--- src/rtl/bcd_pkg.sv ---
// Shared types and constants of the BC1/BC2/BC3 block decoder.
package bcd_pkg;

  // Format register codes; the unused code decodes as BC1
  localparam logic [1:0] FMT_BC1  = 2'd0;
  localparam logic [1:0] FMT_BC2  = 2'd1;
  localparam logic [1:0] FMT_BC3  = 2'd2;
  localparam logic [1:0] FMT_RSVD = 2'd3;

  // Truncating divides by 3, 5 and 7 as multiply and shift, exact over the sum ranges used
  localparam logic [9:0]  RECIP3  = 10'd683;
  localparam int          SHIFT3  = 11;
  localparam logic [10:0] RECIP5  = 11'd1639;
  localparam int          SHIFT5  = 13;
  localparam logic [11:0] RECIP7  = 12'd2341;
  localparam int          SHIFT7  = 14;

  localparam logic [3:0] LAST_TEXEL = 4'd15;

  // Colour palette (four entries per channel) and BC3 alpha palette
  typedef struct packed {
    logic [3:0][7:0] r;
    logic [3:0][7:0] g;
    logic [3:0][7:0] b;
    logic [3:0][7:0] a;
    logic [7:0][7:0] ap;
  } pal_t;

  // Everything the texel stage needs from one block
  typedef struct packed {
    logic [1:0]  fmt;
    logic [31:0] cidx;
    logic [63:0] lo;
    pal_t        pal;
  } blk_t;

endpackage

--- src/rtl/bcd_color_lane.sv ---
// One colour channel lane: palette entries 2 and 3, interpolated, or the midpoint and zero in three-colour mode.
module bcd_color_lane import bcd_pkg::*; (
  input  logic [7:0] e0,
  input  logic [7:0] e1,
  input  logic       four_mode,
  output logic [7:0] ent2,
  output logic [7:0] ent3
);

  logic [9:0]  s_a;
  logic [9:0]  s_b;
  logic [8:0]  s_h;
  logic [19:0] p_a;
  logic [19:0] p_b;

  assign s_a = {1'b0, e0, 1'b0} + {2'b00, e1};
  assign s_b = {2'b00, e0} + {1'b0, e1, 1'b0};
  assign s_h = {1'b0, e0} + {1'b0, e1};
  assign p_a = s_a * RECIP3;
  assign p_b = s_b * RECIP3;

  always_comb begin
    if (four_mode) begin
      ent2 = p_a[SHIFT3 +: 8];
      ent3 = p_b[SHIFT3 +: 8];
    end else begin
      ent2 = s_h[8:1];
      ent3 = 8'd0;
    end
  end

endmodule

--- src/rtl/bcd_alpha_lane.sv ---
// One alpha lane: one alpha palette entry, interpolated or a fixed value.
module bcd_alpha_lane import bcd_pkg::*; (
  input  logic [10:0] s7,
  input  logic [10:0] s5,
  input  logic        eight_mode,
  input  logic        fixed_en,
  input  logic [7:0]  fixed_val,
  output logic [7:0]  ent
);

  logic [22:0] p7;
  logic [21:0] p5;

  assign p7 = s7 * RECIP7;
  assign p5 = s5 * RECIP5;

  always_comb begin
    if (eight_mode) begin
      ent = p7[SHIFT7 +: 8];
    end else if (fixed_en) begin
      ent = fixed_val;
    end else begin
      ent = p5[SHIFT5 +: 8];
    end
  end

endmodule

--- src/rtl/bcd_texel_merge.sv ---
// Merge stage: holds one block's palettes and emits its sixteen texels.
module bcd_texel_merge import bcd_pkg::*; (
  input  logic        clk,
  input  logic        rst_n,
  input  logic        ld_vld,
  input  blk_t        ld_blk,
  output logic        ld_rdy,
  output logic        out_tvalid,
  input  logic        out_tready,
  output logic [39:0] out_tdata,
  output logic        out_tlast
);

  blk_t        blk_r;
  logic        b_vld_r, b_vld_nxt;
  logic [3:0]  cnt_r, cnt_nxt;
  logic        o_vld_r, o_vld_nxt;
  logic [39:0] o_data_r;
  logic        o_last_r;

  logic        issue;
  logic        load;
  logic [1:0]  ci;
  logic [2:0]  ai;
  logic [3:0]  nib;
  logic [5:0]  apos;
  logic [7:0]  alpha;

  assign issue  = b_vld_r && (!o_vld_r || out_tready);
  assign ld_rdy = !b_vld_r || (issue && cnt_r == LAST_TEXEL);
  assign load   = ld_vld && ld_rdy;

  assign ci   = blk_r.cidx[{cnt_r, 1'b0} +: 2];
  assign apos = 6'd16 + {1'b0, cnt_r, 1'b0} + {2'b00, cnt_r};
  assign ai   = blk_r.lo[apos +: 3];
  assign nib  = blk_r.lo[{cnt_r, 2'b00} +: 4];

  always_comb begin
    case (blk_r.fmt)
      FMT_BC2: alpha = {nib, nib};
      FMT_BC3: alpha = blk_r.pal.ap[ai];
      default: alpha = blk_r.pal.a[ci];
    endcase
  end

  always_comb begin
    b_vld_nxt = b_vld_r;
    cnt_nxt   = cnt_r;
    if (issue) begin
      cnt_nxt = cnt_r + 4'd1;
      if (cnt_r == LAST_TEXEL) begin
        b_vld_nxt = 1'b0;
      end
    end
    if (load) begin
      b_vld_nxt = 1'b1;
      cnt_nxt   = 4'd0;
    end
    if (issue) begin
      o_vld_nxt = 1'b1;
    end else if (out_tready) begin
      o_vld_nxt = 1'b0;
    end else begin
      o_vld_nxt = o_vld_r;
    end
  end

  always_ff @(posedge clk) begin
    if (!rst_n) begin
      b_vld_r <= 1'b0;
      cnt_r   <= 4'd0;
      o_vld_r <= 1'b0;
    end else begin
      b_vld_r <= b_vld_nxt;
      cnt_r   <= cnt_nxt;
      o_vld_r <= o_vld_nxt;
    end
  end

  always_ff @(posedge clk) begin
    if (load) begin
      blk_r <= ld_blk;
    end
    if (issue) begin
      o_data_r <= {4'b0000, cnt_r, alpha, blk_r.pal.b[ci], blk_r.pal.g[ci], blk_r.pal.r[ci]};
      o_last_r <= (cnt_r == LAST_TEXEL);
    end
  end

  assign out_tvalid = o_vld_r;
  assign out_tdata  = o_data_r;
  assign out_tlast  = o_last_r;

`ifndef SYNTHESIS
  // last texel of a block frees the stage for the next one
  a_block_end: assert property (@(posedge clk) disable iff (!rst_n)
    issue && cnt_r == LAST_TEXEL && !load |=> !b_vld_r)
    else $error("texel stage still busy after last texel");

  a_load_start: assert property (@(posedge clk) disable iff (!rst_n)
    load |=> b_vld_r && cnt_r == 4'd0)
    else $error("new block does not start at texel 0");

  a_tlast_idx: assert property (@(posedge clk) disable iff (!rst_n)
    o_vld_r |-> (o_last_r == (o_data_r[35:32] == LAST_TEXEL)))
    else $error("tlast does not match texel index");
`endif

endmodule

--- src/rtl/bc1_bc2_bc3_block_decoder.sv ---
// Top level of the BC1/BC2/BC3 block decoder: input stage, palette lanes, merge stage.
//
//  channel | direction | payload (low bit first)                  | handshake
//  in_     | input     | tdata[127:0] block_low, block_high      | tvalid/tready
//  out_    | output    | tdata[39:0] red,green,blue,alpha,index  | tvalid/tready, tlast
//  cfg_    | input     | wdata[1:0] format                       | wen
//
// Unless out_tready stalls, the merge stage emits one texel per cycle from its
// palette registers and the output register takes one texel a cycle; the merge
// stage loads the next block as it issues the current one's last texel. Blocks pass
// input stage, lanes, merge stage; the next waits in the input stage while one drains.
// rst_n is synchronous, active low; it clears format to BC1 and empties all stages.
// A stalled out_tready holds the texel and stalls the merge and input stages.
module bc1_bc2_bc3_block_decoder import bcd_pkg::*; (
  input  logic         clk,
  input  logic         rst_n,
  input  logic         cfg_wen,
  input  logic [1:0]   cfg_wdata,   // format
  input  logic         in_tvalid,
  output logic         in_tready,
  input  logic [127:0] in_tdata,    // block_low[63:0], block_high[127:64]
  output logic         out_tvalid,
  input  logic         out_tready,
  output logic [39:0]  out_tdata,   // red[7:0], green[15:8], blue[23:16], alpha[31:24],
                                    // texel_index[35:32], zero fill
  output logic         out_tlast
);

  logic [1:0]  fmt_r;
  logic        a_vld_r, a_vld_nxt;
  logic [1:0]  a_fmt_r;
  logic [63:0] a_chalf_r;
  logic [63:0] a_lo_r;
  logic [10:0] a_s7_r [6];
  logic [10:0] a_s5_r [4];

  logic        in_acc;
  logic        ld_rdy;
  logic        a_move;
  logic        fmt_alpha;
  logic [7:0]  a0_in, a1_in;

  assign in_acc    = in_tvalid && in_tready;
  assign a_move    = a_vld_r && ld_rdy;
  assign in_tready = !a_vld_r || ld_rdy;
  assign fmt_alpha = (fmt_r == FMT_BC2) || (fmt_r == FMT_BC3);
  assign a0_in     = in_tdata[7:0];
  assign a1_in     = in_tdata[15:8];

  always_comb begin
    if (in_acc) begin
      a_vld_nxt = 1'b1;
    end else if (a_move) begin
      a_vld_nxt = 1'b0;
    end else begin
      a_vld_nxt = a_vld_r;
    end
  end

  always_ff @(posedge clk) begin
    if (!rst_n) begin
      fmt_r   <= FMT_BC1;
      a_vld_r <= 1'b0;
    end else begin
      if (cfg_wen) begin
        fmt_r <= cfg_wdata;
      end
      a_vld_r <= a_vld_nxt;
    end
  end

  // Capture the block with the alpha weighted sums ready for the lanes
  always_ff @(posedge clk) begin
    if (in_acc) begin
      a_fmt_r   <= fmt_r;
      a_lo_r    <= in_tdata[63:0];
      a_chalf_r <= fmt_alpha ? in_tdata[127:64] : in_tdata[63:0];
      for (int k = 1; k < 7; k++) begin
        a_s7_r[k-1] <= 11'(7 - k) * {3'b000, a0_in} + 11'(k) * {3'b000, a1_in};
      end
      for (int k = 1; k < 5; k++) begin
        a_s5_r[k-1] <= 11'(5 - k) * {3'b000, a0_in} + 11'(k) * {3'b000, a1_in};
      end
    end
  end

  // Endpoint expansion
  logic [15:0] c0, c1;
  logic [7:0]  e0 [3];
  logic [7:0]  e1 [3];
  logic [7:0]  ent2 [3];
  logic [7:0]  ent3 [3];
  logic        four_mode;

  assign c0 = a_chalf_r[15:0];
  assign c1 = a_chalf_r[31:16];
  assign e0[0] = {c0[15:11], c0[15:13]};
  assign e0[1] = {c0[10:5],  c0[10:9]};
  assign e0[2] = {c0[4:0],   c0[4:2]};
  assign e1[0] = {c1[15:11], c1[15:13]};
  assign e1[1] = {c1[10:5],  c1[10:9]};
  assign e1[2] = {c1[4:0],   c1[4:2]};
  assign four_mode = (a_fmt_r == FMT_BC2) || (a_fmt_r == FMT_BC3) || (c0 > c1);

  for (genvar ch = 0; ch < 3; ch++) begin : g_color
    bcd_color_lane u_lane (
      .e0        (e0[ch]),
      .e1        (e1[ch]),
      .four_mode (four_mode),
      .ent2      (ent2[ch]),
      .ent3      (ent3[ch])
    );
  end

  logic       eight_mode;
  logic [7:0] aent [6];

  assign eight_mode = a_lo_r[7:0] > a_lo_r[15:8];

  for (genvar j = 0; j < 6; j++) begin : g_alpha
    if (j < 4) begin : g_interp
      bcd_alpha_lane u_lane (
        .s7         (a_s7_r[j]),
        .s5         (a_s5_r[j]),
        .eight_mode (eight_mode),
        .fixed_en   (1'b0),
        .fixed_val  (8'd0),
        .ent        (aent[j])
      );
    end else begin : g_fixed
      // six-entry mode ends in fully transparent then fully opaque
      bcd_alpha_lane u_lane (
        .s7         (a_s7_r[j]),
        .s5         (11'd0),
        .eight_mode (eight_mode),
        .fixed_en   (1'b1),
        .fixed_val  ((j == 4) ? 8'd0 : 8'd255),
        .ent        (aent[j])
      );
    end
  end

  blk_t ld_blk;

  always_comb begin
    ld_blk.fmt  = a_fmt_r;
    ld_blk.cidx = a_chalf_r[63:32];
    ld_blk.lo   = a_lo_r;
    ld_blk.pal.r = {ent3[0], ent2[0], e1[0], e0[0]};
    ld_blk.pal.g = {ent3[1], ent2[1], e1[1], e0[1]};
    ld_blk.pal.b = {ent3[2], ent2[2], e1[2], e0[2]};
    ld_blk.pal.a = {(four_mode ? 8'd255 : 8'd0), 8'd255, 8'd255, 8'd255};
    ld_blk.pal.ap = {aent[5], aent[4], aent[3], aent[2], aent[1], aent[0],
                     a_lo_r[15:8], a_lo_r[7:0]};
  end

  bcd_texel_merge u_merge (
    .clk        (clk),
    .rst_n      (rst_n),
    .ld_vld     (a_vld_r),
    .ld_blk     (ld_blk),
    .ld_rdy     (ld_rdy),
    .out_tvalid (out_tvalid),
    .out_tready (out_tready),
    .out_tdata  (out_tdata),
    .out_tlast  (out_tlast)
  );

`ifndef SYNTHESIS
  a_in_hold: assert property (@(posedge clk) disable iff (!rst_n)
    a_vld_r && !ld_rdy |=> a_vld_r && $stable(a_lo_r) && $stable(a_chalf_r))
    else $error("input stage lost a waiting block");

  a_in_fill: assert property (@(posedge clk) disable iff (!rst_n)
    in_acc |=> a_vld_r)
    else $error("accepted block not held in input stage");

  a_fmt_sel: assert property (@(posedge clk) disable iff (!rst_n)
    in_acc && (fmt_r == FMT_BC2 || fmt_r == FMT_BC3) |=> a_chalf_r == $past(in_tdata[127:64]))
    else $error("wrong colour half selected");
`endif

endmodule

--- config.mk ---
export PLATFORM = sky130hd
export DESIGN_NAME = bc1_bc2_bc3_block_decoder
export DESIGN_NICKNAME = d
export VERILOG_FILES = /design/src/rtl/bcd_pkg.sv /design/src/rtl/bcd_color_lane.sv /design/src/rtl/bcd_alpha_lane.sv /design/src/rtl/bcd_texel_merge.sv /design/src/rtl/bc1_bc2_bc3_block_decoder.sv
export SDC_FILE = /design/constraint.sdc
export NUM_CORES = 2
export LEC_CHECK = 0
export BUFFER_PORTS_ARGS = -buffer_cell sky130_fd_sc_hd__buf_2
export CAP_MARGIN = 20
export CORE_MARGIN = 2
export CORE_UTILIZATION = 55
export DETAILED_ROUTE_END_ITERATION = 7
export PLACE_DENSITY = 0.72
export SETUP_SLACK_MARGIN = 0.1
export SYNTH_ARGS = -nofsm -noshare
export SYNTH_HDL_FRONTEND = slang
export SYNTH_SLANG_ARGS = --single-unit
--- constraint.sdc ---
create_clock -name clk -period 12.5 [get_ports clk]
set_clock_uncertainty 0.1 [all_clocks]
set_input_delay 0 -clock clk [delete_from_list [all_inputs] [get_ports clk]]
set_output_delay 0 -clock clk [all_outputs]
set_load 0.05 [all_outputs]
After elaboration in Yosys (flattened, before gate mapping)

Memory sizes are Yosys's and may differ from the RTL's.
Cells that the tools add are included.

Bits in registers: 442
Bits in writable memories: 110
Word-level logic and storage cells: 143
Memories: 2

Add/subtract/negate cells: 22
Multipliers: 22
Magnitude comparators: 4
Equal/unequal tests: 7
Shifts and indexed selects: 3
Multiplexer cells: 29
Bitwise logic cells: 1
Reduce and logical (&&, ||, !) cells: 19

Memory list:

| name   | words | bits a word | rd ports | clocked after Yosys merged registers in | write ports | RTL line                        | RTL |
|---|---|---|---|---|---|---|---|
| a_s7_r | 6     | 11          | 6        | 0                                       | 6           | bc1_bc2_bc3_block_decoder.sv:34 | `logic [10:0] a_s7_r [6];` |
| a_s5_r | 4     | 11          | 4        | 0                                       | 4           | bc1_bc2_bc3_block_decoder.sv:35 | `logic [10:0] a_s5_r [4];` |

Operators with widths:

| cell                                                                  | count |
|---|---|
| 11-bit by 12-bit multiplier with 22-bit output, second input constant | 6 |
| 10-bit by 10-bit multiplier with 19-bit output, second input constant | 6 |
| 8-bit 2-to-1 mux                                                      | 13 |
| 11-bit by 11-bit multiplier with 21-bit output, second input constant | 4 |
| 8-bit binary-select mux with 2-bit select                             | 4 |
| 64-bit 2-to-1 mux                                                     | 1 |
| 64-bit by 7-bit indexed part select with 3-bit output                 | 1 |
| 64-bit by 7-bit indexed part select with 4-bit output                 | 1 |
| 2-bit by 8-bit multiplier with 10-bit output, first input constant    | 4 |
| 32-bit by 6-bit indexed part select with 2-bit output                 | 1 |
| 8-bit by 9-bit adder with 10-bit output                               | 3 |
| 9-bit by 8-bit adder with 10-bit output                               | 3 |
| 8-bit by 8-bit adder with 9-bit output                                | 3 |
| 8-bit binary-select mux with 3-bit select                             | 1 |
| 10-bit by 10-bit adder with 11-bit output                             | 2 |
| 3-bit by 8-bit multiplier with 11-bit output, first input constant    | 2 |
| 16-bit greater-than comparator                                        | 1 |
| 8-bit case mux with 2 select lines                                    | 1 |
| 10-bit by 8-bit adder with 11-bit output                              | 1 |
| 10-bit by 9-bit adder with 11-bit output                              | 1 |
| 11-bit by 8-bit adder with 11-bit output                              | 1 |
| 11-bit by 9-bit adder with 11-bit output                              | 1 |
| 8-bit by 10-bit adder with 11-bit output                              | 1 |
| 8-bit by 11-bit adder with 11-bit output                              | 1 |
| 19 further kinds                                                      | 44 |

Longest topological paths before layout

Depth in word-level cells: 9
Depth in mapped cells: 28
Mapped depth without buffers: 28

By module

A second synthesis with hierarchy kept.

Cells, all modules: 5731
Area total of the unflattened synthesis: 63588.5 sq um

By module, submodules not included:

| module                                           | instances | cells each | area each (sq um) | sequential area each (sq um) |
|---|---|---|---|---|
| bcd_alpha_lane at g_alpha[0].g_interp.u_lane ... | 5         | 452        | 4040.1            | 0.0 |
| bcd_texel_merge                                  | 1         | 698        | 14254.9           | 9939.5 |
| bc1_bc2_bc3_block_decoder                        | 1         | 920        | 12493.2           | 6846.6 |
| bcd_color_lane at g_color[0].u_lane ...          | 2         | 482        | 4302.9            | 0.0 |
| bcd_color_lane at g_color[2].u_lane              | 1         | 458        | 4170.2            | 0.0 |
| bcd_alpha_lane at g_alpha[5].g_fixed.u_lane      | 1         | 431        | 3863.7            | 0.0 |

Worst setup path before layout

No wires, ideal clock.

Path type: register -> register
From: register u_merge.o_vld_r, in the netlist u_merge.out_tvalid
To: register u_merge.cnt_r[0]
Setup time: 0.126 ns
Arrival time: 11.790 ns
Data required time: 12.274 ns
Path slack: 0.484 ns
Cell stages (with the launch flop): 6
Cells stage by stage: dfxtp_1 -> nor2b_1 -> o21a_1 -> nor2b_1 -> nand2b_1 -> nor2_1

Longest elaborated chain between the ends: 7

Ends and longest elaborated chain:

| item                                | RTL line                        | RTL |
|---|---|---|
| start: declaration                  | bcd_texel_merge.sv:17           | `logic o_vld_r, o_vld_nxt;` |
| start signal: assignment            | bcd_texel_merge.sv:76           | `o_vld_r <= o_vld_nxt;` |
| 1-bit logical NOT                   | bcd_texel_merge.sv:29           | `assign issue = b_vld_r && (!o_vld_r \|\| out_tready);` |
| 1-bit logical OR                    | bcd_texel_merge.sv:29           |  |
| 1-bit logical AND                   | bcd_texel_merge.sv:29           |  |
| 1-bit logical AND                   | bcd_texel_merge.sv:30           | `assign ld_rdy = !b_vld_r \|\| (issue && cnt_r == LAST_TEXEL);` |
| 1-bit logical OR                    | bcd_texel_merge.sv:30           |  |
| 1-bit logical AND                   | -                               |  |
| named net a_move                    | bc1_bc2_bc3_block_decoder.sv:39 | `logic a_move;` |
| 2-bit OR reduction (no source line) | -                               |  |
| end signal: assignment              | bcd_texel_merge.sv:75           | `cnt_r <= cnt_nxt;` |
| end: declaration                    | bcd_texel_merge.sv:16           | `logic [3:0] cnt_r, cnt_nxt;` |

The timed path passes the listed nets, and every way through them passes these cells.
A chain may end at the register's enable or synchronous reset.

Final worst setup path

From: register a_chalf_r[14]
To: register u_merge.blk_r[191] in the netlist's numbering, data pin

Longest elaborated chain between the ends: 2
Elaborated cells on any way between the ends: 4

Ends and longest elaborated chain:

| item                                                                                             | RTL line                                               | RTL |
|---|---|---|
| start: declaration                                                                               | bc1_bc2_bc3_block_decoder.sv:32                        | `logic [63:0] a_chalf_r;` |
| start signal: assignment                                                                         | bc1_bc2_bc3_block_decoder.sv:77                        | `a_chalf_r <= fmt_alpha ? in_tdata[127:64] : in_tdata[63:0];` |
| 8-bit by 9-bit adder with 10-bit output / 16-bit greater-than comparator (equally long branches) | bcd_color_lane.sv:17, bc1_bc2_bc3_block_decoder.sv:103 |  |
| 10-bit by 10-bit multiplier with 19-bit output / 1-bit logical OR (equally long branches)        | bcd_color_lane.sv:20, bc1_bc2_bc3_block_decoder.sv:103 |  |
| end signal: assignment                                                                           | bcd_texel_merge.sv:82                                  | `blk_r <= ld_blk;` |
| end: declaration                                                                                 | bcd_texel_merge.sv:14                                  | `blk_t blk_r;` |

Parallel ways exist; a longest one is shown, timed or not.

==> impl_summary.md <==
CTS
The number of cells upsized or downsized after cts is 0. The maximum count of clock buffers along a single path is 3. The clock reaches the later pin of the worst-skew pair after between 0.6 and 0.7 ns.

The number of setup buffers added after CTS is 0. The number of buffers created by CTS is between 50 and 60. The clock tree from TritonCTS is built. After clock tree synthesis, the clock-pin slew on the worst setup and hold paths is approximately 0.070 ns. The sink count of the clock tree is 499. The root buffer cell is sky130_fd_sc_hd__clkbuf_16. The count of hold-fix buffers inserted at cts is between 150 and 200.

The number of H-tree levels is 2.

Setup path
The category of the most critical setup path is flop to flop. The largest single stage delay on the critical path is a little over 0.7 ns. The required arrival time at the worst endpoint is approximately 13 ns.

For the worst setup path, the data arrival time is around 7.8 ns. The kind of end point of the critical path is a flop. The slowest stage of the critical path is the sky130_fd_sc_hd__a2111oi_0 cell. STA classifies the critical path startpoint as a flop.

The maximum fanout along the worst path is 7. The cell with the most instances on the worst path is sky130_fd_sc_hd__ha_1.

Global route
The first global-routing pass estimated around 200,000 um of wire. The global-route total usage across every layer is 26.30%. The largest net degree at the start of global routing is 85. The remaining global-route overflow is 0. The via count of the first global-routing pass is between 30,000 and 40,000. The initial antenna violation count is 3.

Layout
Relative to the synthesized area, the layout overhead comes to 11.81%. The post-layout net count is 6,645. The library cells used most frequently in the layout, excluding fill and tap cells, are sky130_fd_sc_hd__ha_1 (1,154), sky130_fd_sc_hd__inv_1 (872), sky130_fd_sc_hd__edfxtp_1 (490). The commonest non-fill, non-tap cell in the layout is sky130_fd_sc_hd__ha_1. Of the cells placed in the final design, the portion with a size suffix greater than 1 is under 10%.

Drt
After detailed routing, the number of remaining DRC violations is 0. The detail-routed net length per standard cell is approximately 20 um. The routed layout has ~35,000 vias. The count of nets left with antenna violations after detail routing is 0. Before antenna repair, the detailed router went through 7 iterations. After the first detailed-routing iteration, the DRC count stood at 2,319.

The routed design has between 100,000 and 150,000 um of wire. The number of vias per cell is ~5.6.

Logic synthesis
Synthesis handed over a netlist of around 4,600 instances. The distinct cell type count of the synthesized netlist is 70. The share of the Yosys chip area taken by registers is ~28%. The number of enable flip-flop cells after synthesis is 490. The synthesized area per cell is roughly 12 um^2. Counting flops and latches in the post-synthesis netlist gives between 400 and 500.

The most used flip-flop cell after synthesis is sky130_fd_sc_hd__edfxtp_1. The netlist area before placement is approximately 53,000 um^2. During synthesis, Yosys emitted a total of 0 warnings. Counting flops with an async set or reset pin after synthesis yields a share of 0%.

Run
Max-cap violations in this run came to 0.

Die
The floorplan step set the die height to between 300 and 400 um. The starting utilization of the core area is a little under three fifths. The cell row count is 113. In this run the count of I/O pins placed on the die edge is around 180.

The area enclosed by the die boundary is just under 100,000 um^2. The die width is about 310 um. The region available for standard cell placement spans ~95,000 um^2.

Place
The quantity of I/O buffers inserted on ports is 173. The HPWL after detailed placement is ~95,000 um. Routability-driven placement finished with a final weighted congestion of 0.8957.

STA
The accumulated negative setup slack is 0 ns. The count of pins over their slew limit is 0. Setup violations remaining at the end of the flow were counted as 0. Setup repair after global routing left no endpoint under its margin.

The number of hold violations in the final report is 0. Measured against its own limit, the worst slew margin works out to between 30% and 40%. The pin slew with the least headroom to its limit is roughly 1.0 ns.

Counting I/O delays and the setup requirement, the final critical path takes about 7.5 ns. After layout, the worst path uses 59.72% of the clock period. The fmax is between 0.1 and 0.15 GHz.

Min path
The tightest min-delay check is of the primary input to flop type.

Status
The flow ran to the end, and the final reports show no timing, DRC or antenna violations.
## registers in the layout (all words and copies together), names as in the netlist
register,count
u_merge.blk_r,227
u_merge.out_tlast,1
a_s5_r,38
u_merge.cnt_r,4
u_merge.out_tdata,36
a_lo_r,64
fmt_r,2
u_merge.out_tvalid,1
a_fmt_r,2
a_s7_r,58
a_vld_r,1
a_chalf_r,64
u_merge.b_vld_r,1
## critical path: cells and delay by family (launching register included)
| kind | cells | cell delay (ns) |
|---|---|---|
| AND/OR/NAND/NOR | 4 | 0.51 |
| AO/OA/AOI/OAI | 10 | 2.74 |
| flip-flops | 1 | 0.53 |
| XOR/XNOR | 1 | 0.18 |
| adder cells (fa/ha/maj) | 8 | 2.84 |
| buffers and inverters | 3 | 0.28 |
## cells in the mapped netlist, types with 13 or more instances
cell	count	area, um^2
sky130_fd_sc_hd__ha_1	1155	14450
sky130_fd_sc_hd__inv_1	872	3273
sky130_fd_sc_hd__edfxtp_1	490	14710
sky130_fd_sc_hd__fa_1	379	7587
sky130_fd_sc_hd__xnor2_1	213	1866
sky130_fd_sc_hd__a21oi_1	206	1031
sky130_fd_sc_hd__nor2_1	162	608.1
sky130_fd_sc_hd__o21ai_0	101	505.5
sky130_fd_sc_hd__mux4_2	88	1982
sky130_fd_sc_hd__xor2_1	85	744.5
sky130_fd_sc_hd__nand2_1	83	311.6
sky130_fd_sc_hd__o21bai_1	71	533.0
sky130_fd_sc_hd__a21o_1	70	525.5
sky130_fd_sc_hd__mux2_2	68	765.7
sky130_fd_sc_hd__mux2i_1	67	670.6
sky130_fd_sc_hd__nor2b_1	51	319.1
sky130_fd_sc_hd__nor3_1	46	230.2
sky130_fd_sc_hd__nand3_1	29	145.1
sky130_fd_sc_hd__clkbuf_1	26	97.59
sky130_fd_sc_hd__nand2b_1	25	156.4
sky130_fd_sc_hd__o21a_1	24	180.2
sky130_fd_sc_hd__a211oi_1	22	165.2
sky130_fd_sc_hd__or3_1	21	131.4
sky130_fd_sc_hd__nand4_1	19	118.9
sky130_fd_sc_hd__a211o_1	16	140.1
sky130_fd_sc_hd__and3_1	15	93.84
sky130_fd_sc_hd__buf_2	15	75.07
sky130_fd_sc_hd__buf_4	13	97.59
## area by class of cell
class | count | area (um^2)
repair buffers | 383 | 2928
fillers | 7352 | 35980
multi-input cells | 3162 | 34440
well taps | 1265 | 1583
clock buffers | 64 | 1474
clock inverters | 45 | 561.8
flip-flops and latches | 499 | 14900
inverters | 872 | 3273
diodes | 4 | 10.01
## through the flow
stage                     instance area [um^2]  std cells  utilization (%)  hold slack [ns]  setup slack (ns)
after global placement                   55230       5994            58.05          0.09523             5.048
final                                    59170       6294            62.18          0.06348             5.035
after CTS                                59130       6289            62.14         0.003637             4.966
after detailed placement                 55230       5994            58.05          0.09098             4.992
after global routing                     59170       6293            62.18          0.05877             4.398
after floorplan                          52930       4599                -        -0.001131            0.4838
## per-layer routing
metal / track usage, % / vias to the layer above / part of all wire [%]
met1: 35.90 / 17370 / 44
met4: 8.776 / 2 / 3.5
li1: - / 16760 / -
met5: 0 / - / 0.0063
met2: 43.76 / 906 / 48
met3: 3.050 / 227 / 5.3
## path summary, 6_finish.rpt
kind | cells past startpoint | start | slack [ns] | endpoint
hold reg to reg | 0 | a_lo_r[31] | 0.31 | u_merge.blk_r[223]
hold / removal | 3 | in_tdata[112] | 0.06 | a_chalf_r[48]
setup / recovery | 26 | a_chalf_r[14] | 5.04 | u_merge.blk_r[191]
setup reg to reg | 26 | a_chalf_r[14] | 5.04 | u_merge.blk_r[191]
## cell families (layout without fill, tap and decap cells)
family	after synthesis	in the layout	share of synthesized area, %
other cells	1	8	0.007086
mux	223	223	6.460
buf+inv	938	1364	6.869
xor+xnor	299	299	4.963
fa+ha+maj	1534	1534	41.65
simple gates	485	485	4.459
compound gates	617	617	7.450
flops	499	499	28.15
Power is not shown: default switching activity piles up to over one toggle a cycle in this logic, so the estimate is an artifact.
